### src/rtl/lfsc_pkg.sv
// Shared types and constants for the line-follow steering control block.
// Holds the request, response and configuration structs, register indexes
// and the fixed-point coefficients. No dependencies.
package lfsc_pkg;

   localparam int CsrIdxW  = 2;
   localparam int CsrDataW = 16;
   localparam int MulW     = 32;
   localparam int ProdW    = 64;

   typedef struct packed {
      logic               kind;
      logic signed [15:0] line_angle;
   } req_type;

   typedef struct packed {
      logic signed [15:0] left_velocity;
      logic signed [15:0] right_velocity;
   } rsp_type;

   typedef struct packed {
      logic [15:0] target_speed;
      logic [15:0] max_wheel_velocity;
      logic [15:0] turn_scale;
      logic        reverse_direction;
   } cfg_type;

   typedef enum logic [CsrIdxW-1:0] {
      CSR_TARGET_SPEED  = 2'd0,
      CSR_MAX_WHEEL_VEL = 2'd1,
      CSR_TURN_SCALE    = 2'd2,
      CSR_REVERSE_DIR   = 2'd3
   } csr_index_type;

   // input kinds
   localparam logic KIND_DRIVE = 1'b0;
   localparam logic KIND_STOP  = 1'b1;

   // register reset values
   localparam logic [15:0] TARGET_SPEED_RST = 16'd16384;
   localparam logic [15:0] MAX_WHEEL_VEL_RST = 16'd2048;
   localparam logic [15:0] TURN_SCALE_RST   = 16'd552;
   localparam logic        REVERSE_DIR_RST  = 1'b1;

   // filter coefficients, scale 2^-16
   localparam logic [15:0] ALPHA_03 = 16'd19661;
   localparam logic [15:0] ALPHA_01 = 16'd6554;

   // thresholds
   localparam logic signed [24:0] SMALL_ANGLE = 25'sd104858;
   localparam logic signed [24:0] NEAR_SPEED  = 25'sd6554;

   // steering gain in halves
   localparam logic [3:0] GAIN_SMALL = 4'd3;
   localparam logic [3:0] GAIN_LARGE = 4'd10;

   // 1/(2 pi) at scale 2^-32
   localparam logic signed [MulW-1:0] INV_TWO_PI = 32'sd683565276;

endpackage

### src/rtl/lfsc_mul.sv
// Shared signed 32x32 multiplier with a registered 64-bit product.
// Uses lfsc_pkg for operand and product widths.
module lfsc_mul (
   input  logic                                clock,
   input  logic signed [lfsc_pkg::MulW-1:0]    op_a,
   input  logic signed [lfsc_pkg::MulW-1:0]    op_b,
   output logic signed [lfsc_pkg::ProdW-1:0]   prod
);
   import lfsc_pkg::*;

   logic signed [ProdW-1:0] prod_ff;
   logic signed [ProdW-1:0] prod_in;

   assign prod_in = ProdW'(op_a) * ProdW'(op_b);

   always_ff @(posedge clock) begin
      prod_ff <= prod_in;
   end

   assign prod = prod_ff;

endmodule

### src/rtl/lfsc_csr.sv
// Configuration registers of the steering block, written through a plain
// write port. Uses lfsc_pkg for the register struct and indexes.
module lfsc_csr (
   input  logic                             clock,
   input  logic                             reset,
   input  logic                             csr_we,
   input  logic [lfsc_pkg::CsrIdxW-1:0]     csr_index,
   input  logic [lfsc_pkg::CsrDataW-1:0]    csr_wdata,
   output lfsc_pkg::cfg_type                cfg
);
   import lfsc_pkg::*;

   cfg_type cfg_ff;
   cfg_type cfg_in;

   always_comb begin
      cfg_in = cfg_ff;
      if (csr_we) begin
         unique case (csr_index_type'(csr_index))
            CSR_TARGET_SPEED:  cfg_in.target_speed       = csr_wdata;
            CSR_MAX_WHEEL_VEL: cfg_in.max_wheel_velocity = csr_wdata;
            CSR_TURN_SCALE:    cfg_in.turn_scale         = csr_wdata;
            CSR_REVERSE_DIR:   cfg_in.reverse_direction  = csr_wdata[0];
            default:           cfg_in = cfg_ff;
         endcase
      end
   end

   always_ff @(posedge clock) begin
      if (reset) begin
         cfg_ff.target_speed       <= TARGET_SPEED_RST;
         cfg_ff.max_wheel_velocity <= MAX_WHEEL_VEL_RST;
         cfg_ff.turn_scale         <= TURN_SCALE_RST;
         cfg_ff.reverse_direction  <= REVERSE_DIR_RST;
      end else begin
         cfg_ff <= cfg_in;
      end
   end

   assign cfg = cfg_ff;

endmodule

### src/rtl/line_follow_steering_control.sv
// Top level of the line-follow steering control: sequencer, filter state and
// output register. Depends on lfsc_pkg, lfsc_csr and lfsc_mul.
//
// Usage:
//   req_* carries one control tick: kind selects a drive step (line_angle
//   used) or a stop command. rsp_* returns one item per tick with both wheel
//   velocities in signed Q8.8 rotations per second, saturated.
//   csr_* writes target_speed, max_wheel_velocity, turn_scale and
//   reverse_direction; write only while no tick is in flight.
// Sequencing:
//   A drive step makes seven passes through the one shared 32x32 multiplier
//   under a one-hot sequencer; a stop goes straight to the output state.
//   req_ready is high only while the sequencer idles, so one tick is in
//   flight at a time: no new tick is taken until the current one is handed
//   to the output register, including any wait for that register.
// Reset:
//   Registers return to their reset values, filters clear to zero, no ramp
//   restart is pending and rsp_valid drops.
// Stall:
//   The finished item waits in the output register; the sequencer holds in
//   its last state until that register is free, so nothing is lost.
module line_follow_steering_control (
   input  logic                             clock,
   input  logic                             reset,
   input  logic                             req_valid,
   output logic                             req_ready,
   input  lfsc_pkg::req_type                req_data,
   output logic                             rsp_valid,
   input  logic                             rsp_ready,
   output lfsc_pkg::rsp_type                rsp_data,
   input  logic                             csr_we,
   input  logic [lfsc_pkg::CsrIdxW-1:0]     csr_index,
   input  logic [lfsc_pkg::CsrDataW-1:0]    csr_wdata
);
   import lfsc_pkg::*;

   typedef enum logic [15:0] {
      ST_IDLE  = 16'h0001,
      ST_AMUL  = 16'h0002,
      ST_AUPD  = 16'h0004,
      ST_GAIN  = 16'h0008,
      ST_SSEL  = 16'h0010,
      ST_GMUL  = 16'h0020,
      ST_TMUL  = 16'h0040,
      ST_SMUL  = 16'h0080,
      ST_SUPD  = 16'h0100,
      ST_FMUL  = 16'h0200,
      ST_WSUM  = 16'h0400,
      ST_RND   = 16'h0800,
      ST_O0MUL = 16'h1000,
      ST_O1MUL = 16'h2000,
      ST_O1FIN = 16'h4000,
      ST_OUT   = 16'h8000
   } state_type;

   localparam logic signed [ProdW-1:0] RND16 = 64'sd32768;
   localparam logic signed [ProdW-1:0] RND40 = 64'sd549755813888;
   localparam logic signed [45:0]      RND13 = 46'sd4096;

   function automatic logic signed [15:0] sat_q88(input logic signed [ProdW-1:0] p);
      logic signed [ProdW-1:0] q;
      q = (p + RND40) >>> 40;
      if (q > 64'sd32767) begin
         return 16'sh7FFF;
      end else if (q < -64'sd32768) begin
         return 16'sh8000;
      end
      return q[15:0];
   endfunction

   cfg_type cfg;

   lfsc_csr u_csr (
      .clock     (clock),
      .reset     (reset),
      .csr_we    (csr_we),
      .csr_index (csr_index),
      .csr_wdata (csr_wdata),
      .cfg       (cfg)
   );

   logic signed [MulW-1:0]  op_a;
   logic signed [MulW-1:0]  op_b;
   logic signed [ProdW-1:0] prod;

   lfsc_mul u_mul (
      .clock (clock),
      .op_a  (op_a),
      .op_b  (op_b),
      .prod  (prod)
   );

   state_type          state_ff, state_in;
   logic signed [23:0] fa_ff, fa_in;
   logic [16:0]        fs_ff, fs_in;
   logic               pend_ff, pend_in;
   logic signed [24:0] diff_ff, diff_in;
   logic [3:0]         gain_ff, gain_in;
   logic [15:0]        alpha_ff, alpha_in;
   logic signed [43:0] turn_ff, turn_in;
   logic signed [45:0] v0_ff, v0_in, v1_ff, v1_in;
   logic signed [31:0] r0_ff, r0_in, r1_ff, r1_in;
   logic signed [15:0] out0_ff, out0_in, out1_ff, out1_in;
   rsp_type            rsp_ff, rsp_in;
   logic               rsp_valid_ff, rsp_valid_in;

   logic               req_fire;
   logic               out_free;
   logic signed [ProdW-1:0] rnd16;
   logic signed [25:0] fa_sum;
   logic signed [19:0] fs_sum;
   logic signed [24:0] fa_mag;
   logic signed [24:0] diff_mag;
   logic [16:0]        fs_base;
   logic signed [45:0] fwd_w, turn_w, sf, st;
   logic signed [45:0] v0_rnd, v1_rnd;

   assign req_ready = (state_ff == ST_IDLE);
   assign req_fire  = req_valid && req_ready;
   assign out_free  = !rsp_valid_ff || rsp_ready;

   assign rnd16    = (prod + RND16) >>> 16;
   assign fa_sum   = 26'(fa_ff) + $signed(rnd16[25:0]);
   assign fs_sum   = $signed({3'b000, fs_ff}) + $signed(rnd16[19:0]);
   assign fa_mag   = fa_ff[23] ? -25'(fa_ff) : 25'(fa_ff);
   assign diff_mag = diff_ff[24] ? -diff_ff : diff_ff;
   assign fs_base  = pend_ff ? 17'd0 : fs_ff;

   assign fwd_w  = {7'b0000000, prod[33:0], 5'b00000};
   assign turn_w = 46'(turn_ff);
   assign sf     = cfg.reverse_direction ? -fwd_w : fwd_w;
   assign st     = cfg.reverse_direction ? -turn_w : turn_w;
   assign v0_rnd = (v0_ff + RND13) >>> 13;
   assign v1_rnd = (v1_ff + RND13) >>> 13;

   // operand select for the shared multiplier
   always_comb begin
      op_a = '0;
      op_b = '0;
      unique case (state_ff)
         ST_AMUL: begin
            op_a = 32'(diff_ff);
            op_b = $signed({16'd0, ALPHA_03});
         end
         ST_GMUL: begin
            op_a = 32'(fa_ff);
            op_b = $signed({28'd0, gain_ff});
         end
         ST_TMUL: begin
            op_a = prod[31:0];
            op_b = $signed({16'd0, cfg.turn_scale});
         end
         ST_SMUL: begin
            op_a = 32'(diff_ff);
            op_b = $signed({16'd0, alpha_ff});
         end
         ST_FMUL: begin
            op_a = $signed({15'd0, fs_ff});
            op_b = $signed({16'd0, cfg.max_wheel_velocity});
         end
         ST_O0MUL: begin
            op_a = r0_ff;
            op_b = INV_TWO_PI;
         end
         ST_O1MUL: begin
            op_a = r1_ff;
            op_b = INV_TWO_PI;
         end
         default: begin
            op_a = '0;
            op_b = '0;
         end
      endcase
   end

   always_comb begin
      state_in     = state_ff;
      fa_in        = fa_ff;
      fs_in        = fs_ff;
      pend_in      = pend_ff;
      diff_in      = diff_ff;
      gain_in      = gain_ff;
      alpha_in     = alpha_ff;
      turn_in      = turn_ff;
      v0_in        = v0_ff;
      v1_in        = v1_ff;
      r0_in        = r0_ff;
      r1_in        = r1_ff;
      out0_in      = out0_ff;
      out1_in      = out1_ff;
      rsp_in       = rsp_ff;
      rsp_valid_in = rsp_valid_ff && !rsp_ready;

      unique case (state_ff)
         ST_IDLE: begin
            if (req_fire) begin
               if (req_data.kind == KIND_STOP) begin
                  pend_in  = 1'b1;
                  out0_in  = '0;
                  out1_in  = '0;
                  state_in = ST_OUT;
               end else begin
                  diff_in  = 25'($signed({req_data.line_angle, 8'd0})) - 25'(fa_ff);
                  state_in = ST_AMUL;
               end
            end
         end
         ST_AMUL: state_in = ST_AUPD;
         ST_AUPD: begin
            if (fa_sum > 26'sd8388607) begin
               fa_in = 24'sh7FFFFF;
            end else if (fa_sum < -26'sd8388608) begin
               fa_in = 24'sh800000;
            end else begin
               fa_in = fa_sum[23:0];
            end
            state_in = ST_GAIN;
         end
         ST_GAIN: begin
            gain_in  = (fa_mag < SMALL_ANGLE) ? GAIN_SMALL : GAIN_LARGE;
            // a stop since the last drive step restarts the ramp from zero
            fs_in    = fs_base;
            pend_in  = 1'b0;
            diff_in  = $signed({8'd0, cfg.target_speed, 1'b0}) - $signed({8'd0, fs_base});
            state_in = ST_SSEL;
         end
         ST_SSEL: begin
            alpha_in = (diff_mag < NEAR_SPEED) ? ALPHA_03 : ALPHA_01;
            state_in = ST_GMUL;
         end
         ST_GMUL: state_in = ST_TMUL;
         ST_TMUL: state_in = ST_SMUL;
         ST_SMUL: begin
            turn_in  = prod[43:0];
            state_in = ST_SUPD;
         end
         ST_SUPD: begin
            if (fs_sum < 20'sd0) begin
               fs_in = 17'd0;
            end else if (fs_sum > 20'sd131071) begin
               fs_in = 17'd131071;
            end else begin
               fs_in = fs_sum[16:0];
            end
            state_in = ST_FMUL;
         end
         ST_FMUL: state_in = ST_WSUM;
         ST_WSUM: begin
            // direction applied here; the second wheel is negated
            v0_in    = sf - st;
            v1_in    = -sf - st;
            state_in = ST_RND;
         end
         ST_RND: begin
            r0_in    = v0_rnd[31:0];
            r1_in    = v1_rnd[31:0];
            state_in = ST_O0MUL;
         end
         ST_O0MUL: state_in = ST_O1MUL;
         ST_O1MUL: begin
            out0_in  = sat_q88(prod);
            state_in = ST_O1FIN;
         end
         ST_O1FIN: begin
            out1_in  = sat_q88(prod);
            state_in = ST_OUT;
         end
         ST_OUT: begin
            // hold until the output register is free
            if (out_free) begin
               rsp_in.left_velocity  = out0_ff;
               rsp_in.right_velocity = out1_ff;
               rsp_valid_in          = 1'b1;
               state_in              = ST_IDLE;
            end
         end
         default: state_in = ST_IDLE;
      endcase
   end

   always_ff @(posedge clock) begin
      if (reset) begin
         state_ff     <= ST_IDLE;
         fa_ff        <= '0;
         fs_ff        <= '0;
         pend_ff      <= 1'b0;
         rsp_valid_ff <= 1'b0;
      end else begin
         state_ff     <= state_in;
         fa_ff        <= fa_in;
         fs_ff        <= fs_in;
         pend_ff      <= pend_in;
         rsp_valid_ff <= rsp_valid_in;
      end
   end

   always_ff @(posedge clock) begin
      diff_ff  <= diff_in;
      gain_ff  <= gain_in;
      alpha_ff <= alpha_in;
      turn_ff  <= turn_in;
      v0_ff    <= v0_in;
      v1_ff    <= v1_in;
      r0_ff    <= r0_in;
      r1_ff    <= r1_in;
      out0_ff  <= out0_in;
      out1_ff  <= out1_in;
      rsp_ff   <= rsp_in;
   end

   assign rsp_valid = rsp_valid_ff;
   assign rsp_data  = rsp_ff;

endmodule

### config.mk
export PLATFORM = sky130hd
export DESIGN_NAME = line_follow_steering_control
export DESIGN_NICKNAME = d
export VERILOG_FILES = /design/src/rtl/lfsc_pkg.sv /design/src/rtl/lfsc_mul.sv /design/src/rtl/lfsc_csr.sv /design/src/rtl/line_follow_steering_control.sv
export SDC_FILE = /design/constraint.sdc
export NUM_CORES = 2
export LEC_CHECK = 0
export BUFFER_PORTS_ARGS = -buffer_cell sky130_fd_sc_hd__buf_2
export CAP_MARGIN = 20
export CORE_MARGIN = 5
export CORE_UTILIZATION = 40
export DETAILED_ROUTE_END_ITERATION = 10
export GPL_TIMING_DRIVEN = 0
export PLACE_DENSITY = 0.66
export RECOVER_POWER = 25
export SYNTH_ARGS = -nofsm -noshare
export SYNTH_HDL_FRONTEND = slang
export SYNTH_SLANG_ARGS = --single-unit
### constraint.sdc
create_clock -name clock -period 17.1 [get_ports clock]
set_input_delay 0.855 -clock clock [delete_from_list [all_inputs] [get_ports clock]]
set_output_delay 0.855 -clock clock [all_outputs]
set_load 0.02 [all_outputs]
==> run metrics <==
placed cells=8076; final worst setup slack=4240 ps; CTS Hold Bufs=0; Syn Std Cell Area=55700 sq um; worst path arrival time=13320 ps; Worst EP required=17560 ps; Post-synth top cells=inv_1 (924), fa_1 (762), nand2_1 (616); largest net degree at the start of global routing=33; Max Fclk=0.0778 GHz; count of final setup violators=0; Period minus WS final=roughly 13000 ps; syn avg cell area=9.14 sq um; Worst Hold Depth=0; CTS Root Cell=clkbuf_16; ratio of cells with drive above 1 in the final layout=0.0468; CP max stage delay=720 ps; TritonCTS clock tree=yes; PD cells=47.9 nW/um^2; failing checks=max-slew violations; vias in the first global route=46300; Final period util=0.752; Final Slew Violations=3; num ports=74; Core Area=139000 sq um; wire per inst=23.0 um; Routed WL=between 150000 and 200000 um; Worst Max-Slew Pin Slew=1530 ps; post-synth net total=7340; critical path depth=33; fin cells=about 8000; port bufs=71; DP Worst Slack=4550 ps; Synth Area in Simple Gates=0.147; Yosys cell types=99; CP top delay family=adder cells; initial antenna violation count=4; # nets final=7495; final std cell area, no fill=60400 sq um; clk sinks=around 440; Post-Synth XOR/XNOR Area=0.0634; Final Hold Violating Endpoints=0; dpl cell area=about 60000 sq um; CP bufs+invs=9; Critical Path Sink Type=flop; number of synthesized flops with an enable pin=267; Area growth syn-to-layout=8.40%; status=finished with violations; asr flop ratio synth=0; Max FO, Critical Path=10; FF+latch count, synth=438; die area=147000 sq um; sequential fraction of the synthesis area=0.205; Worst setup SP type=flop; RSZ-0062 raised after global routing=no; overall routing resource usage=0.255; DR vias=45500; most common cell type on the critical path=fa_1; Initial Utilization=0.401; R2R cell count=33; CTS H-tree lvls=2; standard-cell rows=137; Skew-Pair Late Insertion Delay=610 ps; area share of the largest cell type after synthesis=0.274; clock-pin slew on the worst setup and hold paths=60 ps; Final TNS setup=0 ps; Worst Skew=34.1 ps; Initial DRC Count=4270; CP max stage cell=a2111oi_0; area fraction in compound gates after synthesis=0.129; CTS resizes=0; drt pass-1 iters=6; dominant cells by area after synthesis=fa_1 (27%), edfxtp_1 (14%), ha_1 (9.9%), inv_1 (6.2%), dfxtp_1 (6.1%); HPWL Detailed=roughly 160000 um; die height=approximately 380 um; Adder-Cell Fraction of Synth Area=0.373; cells after synthesis=6095; vias per cell=5.58; max-cap check violation count=0; DRT antenna net count=0; maximum VDD drop=0.0624 mV; HP Class=reg -> reg; Worst Setup Path Type=reg -> reg; GP Congestion=0.977; Synth Flop Type=edfxtp_1; count leader, synth=inv_1; CTS buffer count=45; Leak Pwr=0.0265 uW; YS warnings=0; # DRC=0; leading area contributor after synthesis=fa_1; postcts setup bufs=0; global route overflow=0; largest family of logic cells by synthesized area=adder cells; overall die width=383 um; mux share of post-synthesis cell area=0.00263; Max clock buf depth=3; max_slew headroom=-0.0201; first-pass GRT wire length=285000 um
cell usage in the layout, fill, tap and decap left out, types with 21 or more instances in the layout:
cell type and instances:
nand4_1 67, a22oi_1 27, nor2b_1 31, clkbuf_16 46, o21ai_0 228, inv_1 924, buf_2 87, nand2b_1 63
xor2_1 151, fa_1 762, or3_1 45, a21oi_1 292, o21bai_1 44, clkbuf_1 225, and2_1 30, a211oi_1 29
nor4_1 24, o31ai_1 31, nor2_1 547, ha_1 443, o211ai_1 22, a221oi_1 37, dfxtp_1 171, nand3_1 110
xnor2_1 249, nand2_1 616, o21a_1 30, nor3_1 74, a22o_1 44, a31oi_1 38, a21o_1 104, edfxtp_1 267
and3_1 35, buf_6 21, or2_2 28
final timing paths:
kind	from	to	slack, ps
max	state_ff[15]	u_mul.prod[60]	4240
min	out1_ff[0]	rsp_data[0]	420
max reg2reg	state_ff[15]	u_mul.prod[60]	4240
min reg2reg	out1_ff[0]	rsp_data[0]	420
final cells by class:
| cell class | instances | area, sq um |
|---|---|---|
| Clock buffer | 60 | 1250 |
| Timing Repair Buffer | 108 | 716 |
| Fill cell | 13500 | 78600 |
| Inverter | 926 | 3480 |
| Multi-Input combinational cell | 4486 | 39900 |
| Buffer | 245 | 988 |
| Sequential cell | 438 | 11400 |
| Antenna cell | 1 | 2.50 |
| Clock inverter | 22 | 246 |
| Tap cell | 1876 | 2350 |
registers in the layout, indices dropped and copies added (netlist names), 16 cells and up:
register	count
fs_ff	17
r0_ff	32
turn_ff	44
rsp_data	32
out1_ff	16
fa_ff	24
state_ff	16
v0_ff	33
r1_ff	32
v1_ff	33
out0_ff	16
diff_ff	25
u_csr.cfg	49
u_mul.prod	63
worst reg2reg max path: cells and delay by family, from the launching register on:
family / cells / cell delay, ps
simple gates: 7 / 2580
flops: 1 / 340
xor+xnor: 1 / 170
buf+inv: 9 / 2270
fa+ha+maj: 9 / 4490
compound gates: 7 / 2870
cell families after synthesis:
logic type,Yosys count
DFF,438
buffers and inverters,1171
other,1
xor gates and xnor gates,402
adders and majority gates,1205
and+or+nand+nor,1772
muxes,14
AOI/OAI and AO/OA,1092
metal layers:
metal	wire, um	GRT usage
met1	78200	0.348
met5	8	0
met2	83100	0.403
met4	9810	0.109
met3	16300	0.0405
power by group:
part / internal (uW) / switching [uW]
registers: 1170 / 17.0
clock network: 581 / 438
logic: 275 / 415
metrics by stage:
| stage | power (uW) | utilization | hold slack, ps |
|---|---|---|---|
| floorplan | 1700 | - | 400 |
| finish | 2890 | 0.435 | 418 |
| global route | 3010 | 0.435 | 421 |
| CTS | 2900 | 0.435 | 414 |
| detailed placement | 1880 | 0.424 | 405 |
| global placement | 1870 | 0.420 | 403 |
Note: power is estimated with default switching activity, not from simulation.
